**config.mk**
```make
export PLATFORM = sky130hd
export DESIGN_NAME = accel_sample_scale_and_tap_detect_core_flat
export DESIGN_NICKNAME = d
export VERILOG_FILES = /design/src/rtl/core/acctap_pkg.sv /design/src/rtl/core/acctap_in_if.sv /design/src/rtl/core/acctap_out_if.sv /design/src/rtl/core/acctap_front.sv /design/src/rtl/core/acctap_fifo.sv /design/src/rtl/core/acctap_back.sv /design/src/rtl/core/accel_sample_scale_and_tap_detect_core.sv /design/src/flat_wrapper.sv
export SDC_FILE = /design/constraint.sdc
export NUM_CORES = 2
export LEC_CHECK = 0
export BUFFER_PORTS_ARGS = -buffer_cell sky130_fd_sc_hd__buf_2
export CAP_MARGIN = 20
export CORE_ASPECT_RATIO = 1.2
export CORE_MARGIN = 2
export CORE_UTILIZATION = 40
export DETAILED_ROUTE_END_ITERATION = 8
export HOLD_SLACK_MARGIN = 0.15
export SYNTH_ARGS = -nofsm -noshare
export SYNTH_HDL_FRONTEND = slang
export SYNTH_HIERARCHICAL = 1
export SYNTH_SLANG_ARGS = --single-unit
```
**constraint.sdc**
```tcl
create_clock -name i_clk -period 11.95 [get_ports i_clk]
set_clock_uncertainty 0.15 [all_clocks]
set_input_delay 0.5975 -clock i_clk [delete_from_list [all_inputs] [get_ports i_clk]]
set_output_delay 0.5975 -clock i_clk [all_outputs]
set_load 0.005 [all_outputs]
```
**src/rtl/core/acctap_pkg.sv**
```systemverilog
// Shared types and constants for the accelerometer scale and tap detect core.
// No dependencies; used by the front, queue, back and top-level files of the block.
`default_nettype none

package acctap_pkg;

    localparam int AXIS_W    = 16;   // raw counts and internal milli-g values
    localparam int OUT_W     = 15;   // delivered milli-g fields
    localparam int FS_W      = 14;   // full_scale_mg register
    localparam int PROD_W    = AXIS_W + FS_W + 1;
    localparam int SCALE_SH  = 15;   // divide by 32768
    localparam int DELTA_W   = AXIS_W + 2;
    localparam int CFG_IDX_W = 3;
    localparam int CFG_W     = FS_W;
    localparam int Q_DEPTH   = 2;

    typedef enum logic [CFG_IDX_W-1:0] {
        CFG_X_SOURCE      = 3'd0,
        CFG_Y_SOURCE      = 3'd1,
        CFG_Z_SOURCE      = 3'd2,
        CFG_INVERT_MASK   = 3'd3,
        CFG_FULL_SCALE_MG = 3'd4,
        CFG_POWER_ON      = 3'd5,
        CFG_STREAM_ENABLE = 3'd6,
        CFG_TAP_ENABLE    = 3'd7
    } t_cfg_idx;

    typedef enum logic [1:0] {
        SRC_AXIS0 = 2'd0,
        SRC_AXIS1 = 2'd1,
        SRC_AXIS2 = 2'd2,
        SRC_SAT   = 2'd3
    } t_src;

    typedef struct packed {
        logic [1:0]      x_source;
        logic [1:0]      y_source;
        logic [1:0]      z_source;
        logic [2:0]      invert_mask;
        logic [FS_W-1:0] full_scale_mg;
        logic            power_on;
        logic            stream_enable;
        logic            tap_enable;
    } t_cfg;

    // Classified tick as it travels from front to back
    typedef struct packed {
        logic [2:0][AXIS_W-1:0] axis;      // routed raw counts, negated where invert_mask is set
        logic                   hw_tap;
        logic                   sampled;
        logic                   delivered;
        logic                   tap_en;
    } t_cmd;

endpackage

`default_nettype wire

```
**src/rtl/core/acctap_in_if.sv**
```systemverilog
// Input word channel: one sampling tick per word.
// Depends on nothing.
`default_nettype none

interface acctap_in_if;
    logic               valid;
    logic               ready;
    logic signed [15:0] raw_x;
    logic signed [15:0] raw_y;
    logic signed [15:0] raw_z;
    logic               hw_tap;

    modport source (output valid, output raw_x, output raw_y, output raw_z,
                    output hw_tap, input ready);
    modport sink   (input valid, input raw_x, input raw_y, input raw_z,
                    input hw_tap, output ready);
endinterface

`default_nettype wire

```
**src/rtl/core/acctap_out_if.sv**
```systemverilog
// Result word channel: one converted sample and tap flag per tick.
// Depends on nothing.
`default_nettype none

interface acctap_out_if;
    logic               valid;
    logic               ready;
    logic               sample_valid;
    logic signed [14:0] accel_x_mg;
    logic signed [14:0] accel_y_mg;
    logic signed [14:0] accel_z_mg;
    logic               tap_event;

    modport source (output valid, output sample_valid, output accel_x_mg,
                    output accel_y_mg, output accel_z_mg, output tap_event,
                    input ready);
    modport sink   (input valid, input sample_valid, input accel_x_mg,
                    input accel_y_mg, input accel_z_mg, input tap_event,
                    output ready);
endinterface

`default_nettype wire

```
**src/rtl/core/acctap_front.sv**
```systemverilog
// Front end: accepts ticks, routes and optionally negates axes, classifies the tick.
// Depends on acctap_pkg and acctap_in_if.
`default_nettype none

module acctap_front (
    acctap_in_if.sink            i_in,
    input  var acctap_pkg::t_cfg i_cfg,
    input  var logic             i_q_full,
    output logic                 o_push,
    output acctap_pkg::t_cmd     o_cmd
);

    logic [2:0][acctap_pkg::AXIS_W-1:0] raw;
    logic [2:0][1:0]                    sel;

    assign raw[0] = i_in.raw_x;
    assign raw[1] = i_in.raw_y;
    assign raw[2] = i_in.raw_z;
    assign sel[0] = i_cfg.x_source;
    assign sel[1] = i_cfg.y_source;
    assign sel[2] = i_cfg.z_source;

    assign i_in.ready = !i_q_full;
    assign o_push     = i_in.valid && !i_q_full;

    always_comb begin
        logic [acctap_pkg::AXIS_W-1:0] v;
        for (int i = 0; i < 3; i++) begin
            unique case (acctap_pkg::t_src'(sel[i]))
                acctap_pkg::SRC_AXIS0: v = raw[0];
                acctap_pkg::SRC_AXIS1: v = raw[1];
                acctap_pkg::SRC_AXIS2: v = raw[2];
                acctap_pkg::SRC_SAT:   v = raw[2];
            endcase
            if (i_cfg.invert_mask[i]) begin
                // most negative count has no positive twin: clamp
                if (v == {1'b1, {(acctap_pkg::AXIS_W-1){1'b0}}}) begin
                    o_cmd.axis[i] = {1'b0, {(acctap_pkg::AXIS_W-1){1'b1}}};
                end else begin
                    o_cmd.axis[i] = -v;
                end
            end else begin
                o_cmd.axis[i] = v;
            end
        end
        o_cmd.hw_tap    = i_in.hw_tap;
        o_cmd.sampled   = i_cfg.power_on && (i_cfg.stream_enable || i_cfg.tap_enable);
        o_cmd.delivered = i_cfg.power_on && i_cfg.stream_enable;
        o_cmd.tap_en    = i_cfg.tap_enable;
    end

endmodule

`default_nettype wire

```
**src/rtl/core/acctap_fifo.sv**
```systemverilog
// Short queue of classified ticks between front and back.
// Depends on acctap_pkg.
`default_nettype none

module acctap_fifo (
    input  var logic             i_clk,
    input  var logic             i_rst_n,
    input  var logic             i_push,
    input  var acctap_pkg::t_cmd i_data,
    output logic                 o_full,
    output logic                 o_valid,
    input  var logic             i_pop,
    output acctap_pkg::t_cmd     o_data
);

    localparam int PTR_W = (acctap_pkg::Q_DEPTH > 1) ? $clog2(acctap_pkg::Q_DEPTH) : 1;
    localparam int CNT_W = $clog2(acctap_pkg::Q_DEPTH + 1);
    localparam logic [PTR_W-1:0] LAST = PTR_W'(acctap_pkg::Q_DEPTH - 1);

    acctap_pkg::t_cmd  r_mem [acctap_pkg::Q_DEPTH];
    logic [PTR_W-1:0]  r_wp, r_rp, n_wp, n_rp;
    logic [CNT_W-1:0]  r_cnt, n_cnt;
    logic              do_push, do_pop;

    assign o_full  = (r_cnt == CNT_W'(acctap_pkg::Q_DEPTH));
    assign o_valid = (r_cnt != '0);
    assign o_data  = r_mem[r_rp];
    assign do_push = i_push && !o_full;
    assign do_pop  = i_pop && o_valid;

    always_comb begin
        n_wp  = r_wp;
        n_rp  = r_rp;
        n_cnt = r_cnt;
        if (do_push) begin
            n_wp = (r_wp == LAST) ? '0 : r_wp + PTR_W'(1);
        end
        if (do_pop) begin
            n_rp = (r_rp == LAST) ? '0 : r_rp + PTR_W'(1);
        end
        if (do_push && !do_pop) begin
            n_cnt = r_cnt + CNT_W'(1);
        end else if (do_pop && !do_push) begin
            n_cnt = r_cnt - CNT_W'(1);
        end
    end

    always_ff @(posedge i_clk) begin
        if (!i_rst_n) begin
            r_wp  <= '0;
            r_rp  <= '0;
            r_cnt <= '0;
        end else begin
            r_wp  <= n_wp;
            r_rp  <= n_rp;
            r_cnt <= n_cnt;
        end
    end

    always_ff @(posedge i_clk) begin
        if (do_push) begin
            r_mem[r_wp] <= i_data;
        end
    end

endmodule

`default_nettype wire

```
**src/rtl/core/acctap_back.sv**
```systemverilog
// Back end: scale multiply stage, then scaling fix-up, tap decision, state
// update and the output register. Depends on acctap_pkg and acctap_out_if.
`default_nettype none

module acctap_back #(
    parameter int TAP_THRESHOLD_MG = 1500,
    parameter int COOLDOWN_TICKS   = 8
) (
    input  var logic             i_clk,
    input  var logic             i_rst_n,
    input  var acctap_pkg::t_cfg i_cfg,
    input  var logic             i_q_valid,
    input  var acctap_pkg::t_cmd i_cmd,
    output logic                 o_pop,
    acctap_out_if.source         o_out
);

    localparam int AW = acctap_pkg::AXIS_W;
    localparam int PW = acctap_pkg::PROD_W;
    localparam int DW = acctap_pkg::DELTA_W;
    localparam int OW = acctap_pkg::OUT_W;
    localparam int SH = acctap_pkg::SCALE_SH;
    localparam int CD_W = $clog2(COOLDOWN_TICKS + 1);
    localparam logic [CD_W-1:0] CD_RELOAD = CD_W'(COOLDOWN_TICKS);
    localparam logic [DW-1:0]   THRESH    = DW'(TAP_THRESHOLD_MG);
    localparam logic signed [PW-1:0] ROUND_BIAS = PW'((1 << SH) - 1);

    // multiply stage
    logic                        r_b_valid;
    logic signed [PW-1:0]        r_b_prod [3];
    logic                        r_b_hw_tap, r_b_sampled, r_b_delivered, r_b_tap_en;
    logic signed [PW-1:0]        n_b_prod [3];

    // tap state
    logic signed [AW-1:0]        r_prev [3];
    logic                        r_prev_valid;
    logic [CD_W-1:0]             r_cd, n_cd;

    // output register
    logic                        r_o_valid;
    logic                        r_o_sample_valid, r_o_tap;
    logic signed [OW-1:0]        r_o_axis [3];

    logic                        out_en, b_load, fire;
    logic signed [AW-1:0]        scaled [3];
    logic [DW-1:0]               delta;
    logic [CD_W-1:0]             cd_dec;
    logic                        cd_zero, sw_tap, hw_tap, tap;

    assign out_en = !r_o_valid || o_out.ready;
    assign b_load = !r_b_valid || out_en;
    assign fire   = r_b_valid && out_en;
    assign o_pop  = i_q_valid && b_load;

    always_comb begin
        for (int i = 0; i < 3; i++) begin
            n_b_prod[i] = $signed(i_cmd.axis[i]) * $signed({1'b0, i_cfg.full_scale_mg});
        end
    end

    always_ff @(posedge i_clk) begin
        if (!i_rst_n) begin
            r_b_valid <= 1'b0;
        end else if (b_load) begin
            r_b_valid <= i_q_valid;
        end
    end

    always_ff @(posedge i_clk) begin
        if (b_load) begin
            for (int i = 0; i < 3; i++) begin
                r_b_prod[i] <= n_b_prod[i];
            end
            r_b_hw_tap    <= i_cmd.hw_tap;
            r_b_sampled   <= i_cmd.sampled;
            r_b_delivered <= i_cmd.delivered;
            r_b_tap_en    <= i_cmd.tap_en;
        end
    end

    // divide by 32768 toward zero, then sum of absolute differences
    always_comb begin
        logic signed [PW-1:0] biased;
        logic signed [AW:0]   d;
        logic [AW:0]          ad;
        delta = '0;
        for (int i = 0; i < 3; i++) begin
            biased    = r_b_prod[i] + (r_b_prod[i][PW-1] ? ROUND_BIAS : PW'(0));
            scaled[i] = biased[SH+AW-1:SH];
            d         = {scaled[i][AW-1], scaled[i]} - {r_prev[i][AW-1], r_prev[i]};
            ad        = d[AW] ? -d : d;
            delta     = delta + DW'(ad);
        end
    end

    always_comb begin
        cd_dec  = (r_cd != '0) ? r_cd - CD_W'(1) : '0;
        cd_zero = (cd_dec == '0);
        sw_tap  = r_b_sampled && r_prev_valid && r_b_tap_en && (delta >= THRESH) && cd_zero;
        // a software tap reloads the cooldown first and masks the sensor bit
        hw_tap  = r_b_tap_en && r_b_hw_tap && cd_zero && !sw_tap;
        tap     = sw_tap || hw_tap;
        n_cd    = tap ? CD_RELOAD : cd_dec;
    end

    always_ff @(posedge i_clk) begin
        if (!i_rst_n) begin
            r_cd         <= '0;
            r_prev_valid <= 1'b0;
            r_o_valid    <= 1'b0;
            for (int i = 0; i < 3; i++) begin
                r_prev[i] <= '0;
            end
        end else begin
            if (fire) begin
                r_cd      <= n_cd;
                r_o_valid <= 1'b1;
                if (r_b_sampled) begin
                    r_prev_valid <= 1'b1;
                    for (int i = 0; i < 3; i++) begin
                        r_prev[i] <= scaled[i];
                    end
                end
            end else if (o_out.ready) begin
                r_o_valid <= 1'b0;
            end
        end
    end

    always_ff @(posedge i_clk) begin
        if (fire) begin
            r_o_sample_valid <= r_b_delivered;
            r_o_tap          <= tap;
            for (int i = 0; i < 3; i++) begin
                r_o_axis[i] <= r_b_delivered ? scaled[i][OW-1:0] : '0;
            end
        end
    end

    assign o_out.valid        = r_o_valid;
    assign o_out.sample_valid = r_o_sample_valid;
    assign o_out.accel_x_mg   = r_o_axis[0];
    assign o_out.accel_y_mg   = r_o_axis[1];
    assign o_out.accel_z_mg   = r_o_axis[2];
    assign o_out.tap_event    = r_o_tap;

endmodule

`default_nettype wire

```
**src/rtl/core/accel_sample_scale_and_tap_detect_core.sv**
```systemverilog
// Accelerometer scale and tap detect core: one result word per input word.
// Throughput one word per cycle while the sink accepts; each result passes through
// the queue, multiply register and output register, and is held while the sink stalls.
// The cooldown and previous-sample registers each close a loop on themselves.
// Synchronous active-low reset empties the pipeline, clears tap state and
// loads the configuration defaults.
`default_nettype none

module accel_sample_scale_and_tap_detect_core #(
    parameter int TAP_THRESHOLD_MG = 1500,
    parameter int COOLDOWN_TICKS   = 8
) (
    input  var logic                                 i_clk,
    input  var logic                                 i_rst_n,
    acctap_in_if.sink                                i_in,
    acctap_out_if.source                             o_out,
    input  var logic                                 i_cfg_we,
    input  var logic [acctap_pkg::CFG_IDX_W-1:0]     i_cfg_idx,
    input  var logic [acctap_pkg::CFG_W-1:0]         i_cfg_data
);

    acctap_pkg::t_cfg r_cfg;
    acctap_pkg::t_cmd push_cmd, head_cmd;
    logic             push, q_full, q_valid, pop;

    always_ff @(posedge i_clk) begin
        if (!i_rst_n) begin
            r_cfg.x_source      <= 2'd0;
            r_cfg.y_source      <= 2'd1;
            r_cfg.z_source      <= 2'd2;
            r_cfg.invert_mask   <= 3'd0;
            r_cfg.full_scale_mg <= acctap_pkg::FS_W'(2000);
            r_cfg.power_on      <= 1'b1;
            r_cfg.stream_enable <= 1'b0;
            r_cfg.tap_enable    <= 1'b1;
        end else if (i_cfg_we) begin
            unique case (acctap_pkg::t_cfg_idx'(i_cfg_idx))
                acctap_pkg::CFG_X_SOURCE:      r_cfg.x_source      <= i_cfg_data[1:0];
                acctap_pkg::CFG_Y_SOURCE:      r_cfg.y_source      <= i_cfg_data[1:0];
                acctap_pkg::CFG_Z_SOURCE:      r_cfg.z_source      <= i_cfg_data[1:0];
                acctap_pkg::CFG_INVERT_MASK:   r_cfg.invert_mask   <= i_cfg_data[2:0];
                acctap_pkg::CFG_FULL_SCALE_MG: r_cfg.full_scale_mg <= i_cfg_data;
                acctap_pkg::CFG_POWER_ON:      r_cfg.power_on      <= i_cfg_data[0];
                acctap_pkg::CFG_STREAM_ENABLE: r_cfg.stream_enable <= i_cfg_data[0];
                acctap_pkg::CFG_TAP_ENABLE:    r_cfg.tap_enable    <= i_cfg_data[0];
            endcase
        end
    end

    acctap_front u_front (
        .i_in     (i_in),
        .i_cfg    (r_cfg),
        .i_q_full (q_full),
        .o_push   (push),
        .o_cmd    (push_cmd)
    );

    acctap_fifo u_fifo (
        .i_clk   (i_clk),
        .i_rst_n (i_rst_n),
        .i_push  (push),
        .i_data  (push_cmd),
        .o_full  (q_full),
        .o_valid (q_valid),
        .i_pop   (pop),
        .o_data  (head_cmd)
    );

    acctap_back #(
        .TAP_THRESHOLD_MG (TAP_THRESHOLD_MG),
        .COOLDOWN_TICKS   (COOLDOWN_TICKS)
    ) u_back (
        .i_clk     (i_clk),
        .i_rst_n   (i_rst_n),
        .i_cfg     (r_cfg),
        .i_q_valid (q_valid),
        .i_cmd     (head_cmd),
        .o_pop     (pop),
        .o_out     (o_out)
    );

endmodule

`default_nettype wire
```
**src/flat_wrapper.sv**
```systemverilog
// flat-port wrapper written by rule: the top's interface ports become plain ports
module accel_sample_scale_and_tap_detect_core_flat 
#(
    parameter int TAP_THRESHOLD_MG = 1500,
    parameter int COOLDOWN_TICKS   = 8
)
  (i_clk, i_rst_n, i_cfg_we, i_cfg_idx, i_cfg_data, i_in_valid, i_in_raw_x, i_in_raw_y, i_in_raw_z, i_in_hw_tap, i_in_ready, o_out_valid, o_out_sample_valid, o_out_accel_x_mg, o_out_accel_y_mg, o_out_accel_z_mg, o_out_tap_event, o_out_ready);
  acctap_in_if i_in_i ();
  acctap_out_if o_out_i ();
  input  var logic i_clk;
  input  var logic i_rst_n;
  input  var logic i_cfg_we;
  input  var logic [acctap_pkg::CFG_IDX_W-1:0] i_cfg_idx;
  input  var logic [acctap_pkg::CFG_W-1:0] i_cfg_data;
  input wire logic [$bits(i_in_i.valid)-1:0] i_in_valid;
  input wire logic [$bits(i_in_i.raw_x)-1:0] i_in_raw_x;
  input wire logic [$bits(i_in_i.raw_y)-1:0] i_in_raw_y;
  input wire logic [$bits(i_in_i.raw_z)-1:0] i_in_raw_z;
  input wire logic [$bits(i_in_i.hw_tap)-1:0] i_in_hw_tap;
  output wire logic [$bits(i_in_i.ready)-1:0] i_in_ready;
  output wire logic [$bits(o_out_i.valid)-1:0] o_out_valid;
  output wire logic [$bits(o_out_i.sample_valid)-1:0] o_out_sample_valid;
  output wire logic [$bits(o_out_i.accel_x_mg)-1:0] o_out_accel_x_mg;
  output wire logic [$bits(o_out_i.accel_y_mg)-1:0] o_out_accel_y_mg;
  output wire logic [$bits(o_out_i.accel_z_mg)-1:0] o_out_accel_z_mg;
  output wire logic [$bits(o_out_i.tap_event)-1:0] o_out_tap_event;
  input wire logic [$bits(o_out_i.ready)-1:0] o_out_ready;
  assign i_in_i.valid = i_in_valid;
  assign i_in_i.raw_x = i_in_raw_x;
  assign i_in_i.raw_y = i_in_raw_y;
  assign i_in_i.raw_z = i_in_raw_z;
  assign i_in_i.hw_tap = i_in_hw_tap;
  assign i_in_ready = i_in_i.ready;
  assign o_out_valid = o_out_i.valid;
  assign o_out_sample_valid = o_out_i.sample_valid;
  assign o_out_accel_x_mg = o_out_i.accel_x_mg;
  assign o_out_accel_y_mg = o_out_i.accel_y_mg;
  assign o_out_accel_z_mg = o_out_i.accel_z_mg;
  assign o_out_tap_event = o_out_i.tap_event;
  assign o_out_i.ready = o_out_ready;
  accel_sample_scale_and_tap_detect_core #(.TAP_THRESHOLD_MG(TAP_THRESHOLD_MG), .COOLDOWN_TICKS(COOLDOWN_TICKS)) u_core (.i_clk(i_clk), .i_rst_n(i_rst_n), .i_in(i_in_i), .o_out(o_out_i), .i_cfg_we(i_cfg_we), .i_cfg_idx(i_cfg_idx), .i_cfg_data(i_cfg_data));
endmodule
```
After elaboration in Yosys (flattened, before gate mapping). Memory sizes are Yosys's and may differ from the RTL's. A register that Yosys moved wholly into a read port is not among the register bits. Cells that the tools add are included.

Register bits: 43. Memory bits (writable): 290. Input bits: 71. Word-level logic and storage cells: 160. Memories kept: 4.

Memory list: u_core.u_fifo.r_mem (words 2, bits a word 52, read ports 1, clocked after Yosys merged registers in 1, write ports 1, RTL line acctap_fifo.sv:20) `acctap_pkg::t_cmd r_mem [acctap_pkg::Q_DEPTH];`; u_core.u_back.r_b_prod (words 3, bits a word 31, read ports 3, clocked after Yosys merged registers in 0, write ports 3, RTL line acctap_back.sv:30) `logic signed [PW-1:0] r_b_prod [3];`; u_core.u_back.r_prev (words 3, bits a word 16, read ports 3, clocked after Yosys merged registers in 0, write ports 3, RTL line acctap_back.sv:35) `logic signed [AW-1:0] r_prev [3];`; u_core.u_back.r_o_axis (words 3, bits a word 15, read ports 3, clocked after Yosys merged registers in 0, write ports 3, RTL line acctap_back.sv:42) `logic signed [OW-1:0] r_o_axis [3];`.

Add/subtract/negate cells: 19. Multiply operators: 3. $lt $le $gt $ge: 1. Equal/unequal tests: 20. Mux-type cells: 42. Bitwise logic cells: 3. Reduce and logical (&&, ||, !) cells: 47.

Operator list (count): $mux W16 (9); $pmux W16 S3 (3); $add A31 B16 Y31 (3); $mul A16 B15 Y31 (3); $mux W15 (6); $mux W17 (3); $neg A17 Y17 (3); $sub A16 B16 Y17 (3); $eq A16 B16 Y1 const B (3); $neg A16 Y16 (3); $add A17 B17 Y18 (1); $add A18 B17 Y18 (1); $ge A18 B11 Y1 const B (1); $reduce_and A2 Y1 (9); $mux W1 (17); $logic_and A1 B1 Y1 (16); $eq A2 B2 Y1 const B (7); $eq A3 B3 Y1 const B (4); $mux W4 (2); $eq A2 B1 Y1 const B (3); $eq A3 B2 Y1 const B (2); $logic_not A1 Y1 (6); $logic_not A2 Y1 (3); $reduce_bool A2 Y1 (3); 12 further kinds (21).

Depth between registers and ports, before layout. An unclocked memory read counts as a cell.

Depth after elaboration: 15. Gate-level depth with buffers: 37.

Modules after synthesis. The synthesis kept the hierarchy.

By module, submodules not included: acctap_back (times used 1, cells each 4109, area each 38410.6 um^2, seq. area each 5905.7 um^2); acctap_fifo (times used 1, cells each 187, area each 3987.6 um^2, seq. area each 3223.1 um^2); acctap_front (times used 1, cells each 344, area each 2551.2 um^2, seq. area each 0.0 um^2); accel_sample_scale_and_tap_detect_core (times used 1, cells each 108, area each 1103.6 um^2, seq. area each 520.5 um^2).

Least setup slack after synthesis. OpenSTA, ideal clock, no wires.

Path kind: reg2reg. Start: memory u_core/u_back/r_b_prod[0][61] in the netlist's numbering. End: register u_core.u_back.r_o_tap (netlist: u_core/u_back/o_out.tap_event) (data pin). Data arrival time: 8.081 ns. Setup slack: 3.462 ns. Stages on the path, launching flop included: 35. Buffers on the path: 2. Clock period less this slack: 8.488 ns. Path through: edfxtp_1 ha_1 a31o_2 a21oi_1 nor2b_1 o2111ai_1 a311o_1 a21oi_1 clkbuf_1 nand2_1 xor2_1 inv_1 ha_1 o21ai_0 a21oi_1 o2bb2ai_1 or3b_1 a31oi_1 o221ai_1 a31oi_1 clkbuf_1 nor2_1 xnor2_1 fa_1 inv_1 ha_1 nor2b_1 o31a_1 o31ai_1 a2111oi_0 or3_1 xnor2_1 a311o_1 or4_1 a22o_1.

RTL lines: start: declaration (RTL line acctap_back.sv:30); end signal: assignment (RTL line acctap_back.sv:133) `r_o_tap <= tap;`; end: declaration (RTL line acctap_back.sv:41) `logic r_o_sample_valid, r_o_tap;`.

==> results by group <==
Clock tree
  – Clk sinks: 334
  – Post-cts resize count: 0
  – TritonCTS clock tree: built
  – Clk Latency, worst-skew pair: 0.58 ns
  – Clock Path Buffers: 3
  – CTS clk-pin slew, worst paths: 0.06 ns
  – Root Driver: clkbuf_16
  – H-tree depth: 2
  – CTS buffer count: 39
  – Post-CTS setup buffers: 0

Yosys
  – Post-synth EDFFs: 296
  – Ys flop type: edfxtp_1
  – Synthesized Nets: 5,834
  – Register area share after synthesis: 0.210
  – Async SR Flop Fraction: 0
  – Synth warn: 6
  – Register bit total from synthesis: 334
  – Avg Inst Size Synth: 9.70 um^2
  – Post-synthesis instance total: 4,748
  – Count of different cell masters after synthesis: 95
  – Mapped Area: 0.0461 mm^2

Worst setup path
  – Crit Path Class: reg2reg
  – Crit Path Max Fanout: 16
  – CP max stage delay: 0.67 ns
  – Worst R2R Setup Slack: 2.78 ns
  – WP buf/inv: 4
  – Crit Reg-Reg Startpoint: u_core/u_back/r_b_prod[0][61]$_DFFE_PN_
  – Startpoint types: register
  – Slowest-stage cell, CP: a21oi_1
  – Data required, critical path: 12.12 ns
  – CP Capture Type: register
  – Worst Path Arrival: 9.34 ns
  – Reg-to-Reg End: u_core/u_back/o_out.tap_event$_DFFE_PP_
  – Family with the most delay on the worst path: compound AO/OA/AOI/OAI gates
  – Reg2Reg Depth: 34

Drt
  – Iter 0 DRT Violations: 1,466
  – ANT nets after route: 0
  – Via count: 31,799
  – Routed WL per cell: 17.3 um
  – Drc violations: 0
  – Via/cell ratio: 5.03
  – Post-Route WL: 109,000 um
  – Drt pass-1 iters: 6

Run status
  – Status: completed

Finish
  – Share of layout cells above drive strength 1: 0.0735
  – Fillers: 11,218
  – Final nets: 5,858
  – Area growth, synth to finish: 7.49%

STA
  – Setup Viol. Count Final: 0
  – Worst slew margin: 0.303
  – Fmax: 109 MHz
  – Hold Vio Cnt, Final: 0
  – Worst-margin pin slew: 1.04 ns
  – Min Clock Period, post-route: 9.17 ns
  – Setup TNS Final: 0 ns
  – RSZ-0062 raised after global routing: no
  – Final Cycle Share: 0.768
  – Pins Over Slew Limit: 0

Min path
  – WHS Path Cells: 3
  – Min-delay worst type: in2reg
  – WHS Endpoint: u_core/r_cfg[21]$_SDFFE_PN1P_
  – Worst hold path startpoint: i_cfg_data[1]

Floorplanning
  – Row cnt: 136
  – Die area: 0.118 mm^2
  – Starting Density: 0.403
  – # IOs: 120
  – DIE WIDTH: 314 um
  – Die height: 376 um
  – Core footprint: 0.114 mm^2

Global route
  – Initial antenna violation count: 9
  – First-pass GRT wire length: 178,000 um
  – Largest net degree at the start of global routing: 69
  – Vias in the first global route: 33,354
  – GRT Resource Usage Total: 0.189
  – Grt ovf: 0

Placement
  – Gpl congestion: 0.883
  – Port bufs: 119
  – Final HPWL DP: 86,100 um

Flow run
  – Max-Cap Viols: 0
==> cell type report <==
class                           instances  area [um^2]  share of cell area
Inverter                              901         3380              0.0683
Sequential cell                       334         9660               0.195
Tap cell                             1518         1900              0.0384
Multi-Input combinational cell       3336        32300               0.652
Timing Repair Buffer                  160          946              0.0191
Clock inverter                         26          287             0.00579
Antenna cell                            3         7.51            0.000152
Clock buffer                           45         1030              0.0208
==> logic make-up after synthesis <==
logic type | Yosys count | synth area share
flip-flops | 334 | 0.210
AND/OR/NAND/NOR | 1397 | 0.152
AO/OA/AOI/OAI | 499 | 0.0733
buffers and inverters | 1078 | 0.0897
multiplexers | 175 | 0.0424
adder cells (fa/ha/maj) | 1015 | 0.386
XOR/XNOR | 250 | 0.0475
==> registers in the layout, indices dropped and copies added, names as in the netlist, named ones only <==
name / flops
u_core/u_back/o_out.sample_valid: 1
u_core/u_fifo/r_mem: 104
u_core/u_back/r_prev: 48
u_core/u_back/r_b_prod: 93
u_core/r_cfg: 26
u_core/u_back/r_b_delivered: 1
u_core/u_fifo/r_rp: 1
u_core/u_back/r_b_hw_tap: 1
u_core/u_back/r_cd: 4
u_core/u_back/r_o_axis: 45
u_core/u_back/r_b_valid: 1
u_core/u_back/o_out.tap_event: 1
u_core/u_back/r_prev_valid: 1
u_core/u_fifo/r_wp: 1
u_core/u_back/r_b_sampled: 1
u_core/u_fifo/r_cnt: 2
u_core/u_back/r_b_tap_en: 1
u_core/u_back/o_out.valid: 1
==> timing repair <==
| item | CTS | global route |
|---|---|---|
| hold endpoints to repair | 13 | 0 |
| hold buffers | 12 | 0 |
| setup endpoints to repair | 0 | 0 |
==> worst max-delay path by stage <==
| stage | start | to | slack, ns | cells past startpoint |
|---|---|---|---|---|
| 4_1_cts | u_core/u_back/r_b_prod[0][61]$_DFFE_PN_ | u_core/u_back/o_out.tap_event$_DFFE_PP_ | 2.77 | 33 |
| 3_3_place_gp | u_core/u_back/r_b_prod[0][61]$_DFFE_PN_ | u_core/u_back/o_out.tap_event$_DFFE_PP_ | 2.94 | 34 |
| 2_1_floorplan | u_core/u_back/r_b_prod[0][61]$_DFFE_PN_ | u_core/u_back/o_out.tap_event$_DFFE_PP_ | 3.46 | 34 |
| 6_report | u_core/u_back/r_b_prod[0][61]$_DFFE_PN_ | u_core/u_back/o_out.tap_event$_DFFE_PP_ | 2.78 | 34 |
| 3_5_place_dp | u_core/u_back/r_b_prod[0][61]$_DFFE_PN_ | u_core/u_back/o_out.tap_event$_DFFE_PP_ | 2.79 | 34 |
| 5_1_grt | u_core/u_back/r_b_prod[0][61]$_DFFE_PN_ | u_core/u_back/o_out.tap_event$_DFFE_PP_ | 2.01 | 34 |
==> tightest hold or removal path, delay by kind of cell <==
kind | cells | cell delay, ns
and+or+nand+nor | 1 | 0.05
muxes | 1 | 0.11
buffers and inverters | 1 | 0.11
==> Yosys cell counts, drive strengths merged, types with 8 or more instances <==
library cell	n	share of area
a31o	8	0.0015
o31a	11	0.0021
dfxtp	38	0.017
nand4	26	0.0039
a21oi	108	0.012
o31ai	22	0.0036
a211oi	23	0.0037
or2	9	0.0012
inv	901	0.073
fa	675	0.29
o21bai	15	0.0024
nor2	233	0.019
nor4	13	0.0018
xor2	76	0.014
o21ai	96	0.010
o41ai	9	0.0019
o211ai	13	0.0021
or3	23	0.0032
edfxtp	296	0.19
clkbuf	148	0.012
nand3	58	0.0063
mux2	88	0.022
nor3	34	0.0038
o21a	30	0.0049
nand2	481	0.040
and3	28	0.0038
a21o	67	0.011
nor2b	51	0.0069
and4	8	0.0015
ha	340	0.092
buf	29	0.0042
mux2i	87	0.021
nand2b	22	0.0030
a31oi	21	0.0032
and2	378	0.051
xnor2	174	0.033
==> per-stage QoR <==
| stage | utilization | std cells | hold slack, ns | setup WS (ns) | area (um^2) |
|---|---|---|---|---|---|
| final | 0.433 | 6323 | 0.195 | 2.78 | 49500 |
| after global routing | 0.433 | 6322 | 0.207 | 2.01 | 49500 |
| after CTS | 0.433 | 6319 | 0.154 | 2.77 | 49500 |
| after global placement | 0.420 | 6236 | 0.296 | 2.94 | 48000 |
| after floorplan | - | 4748 | 0.281 | 3.46 | 46100 |
| after detailed placement | 0.420 | 6236 | 0.304 | 2.79 | 48000 |
==> placed cells by master (no fill, tap or decap), types with 23 or more instances in the layout <==
cell | netlist | final
fa_1 | 675 | 675
xor2_1 | 76 | 76
buf_4 | 8 | 28
a21o_1 | 67 | 67
dfxtp_1 | 38 | 31
a211oi_1 | 23 | 23
and3_1 | 28 | 27
nand4_1 | 23 | 23
nor2b_1 | 51 | 51
nand2_1 | 475 | 473
mux2i_1 | 79 | 79
xnor2_1 | 174 | 174
inv_1 | 899 | 898
buf_2 | 12 | 119
nand3_1 | 58 | 57
o21ai_0 | 91 | 91
a21oi_1 | 107 | 107
o21a_1 | 30 | 30
edfxtp_1 | 296 | 296
nor2_1 | 233 | 233
nor3_1 | 33 | 33
ha_1 | 340 | 340
and2_1 | 378 | 378
clkbuf_16 | 0 | 40
mux2_2 | 79 | 79
==> per-layer routing <==
metal / share of wire / track usage / vias to the layer above
li1: - / - / 15165
met1: 0.44 / 0.248 / 15922
met2: 0.50 / 0.332 / 571
met3: 0.032 / 0.0167 / 141
met4: 0.026 / 0.0534 / 0
met5: 0 / 0 / -
Power is left out: the tool's default activity adds up to more than one toggle a clock period on the data nets, which glitch-free logic cannot reach.
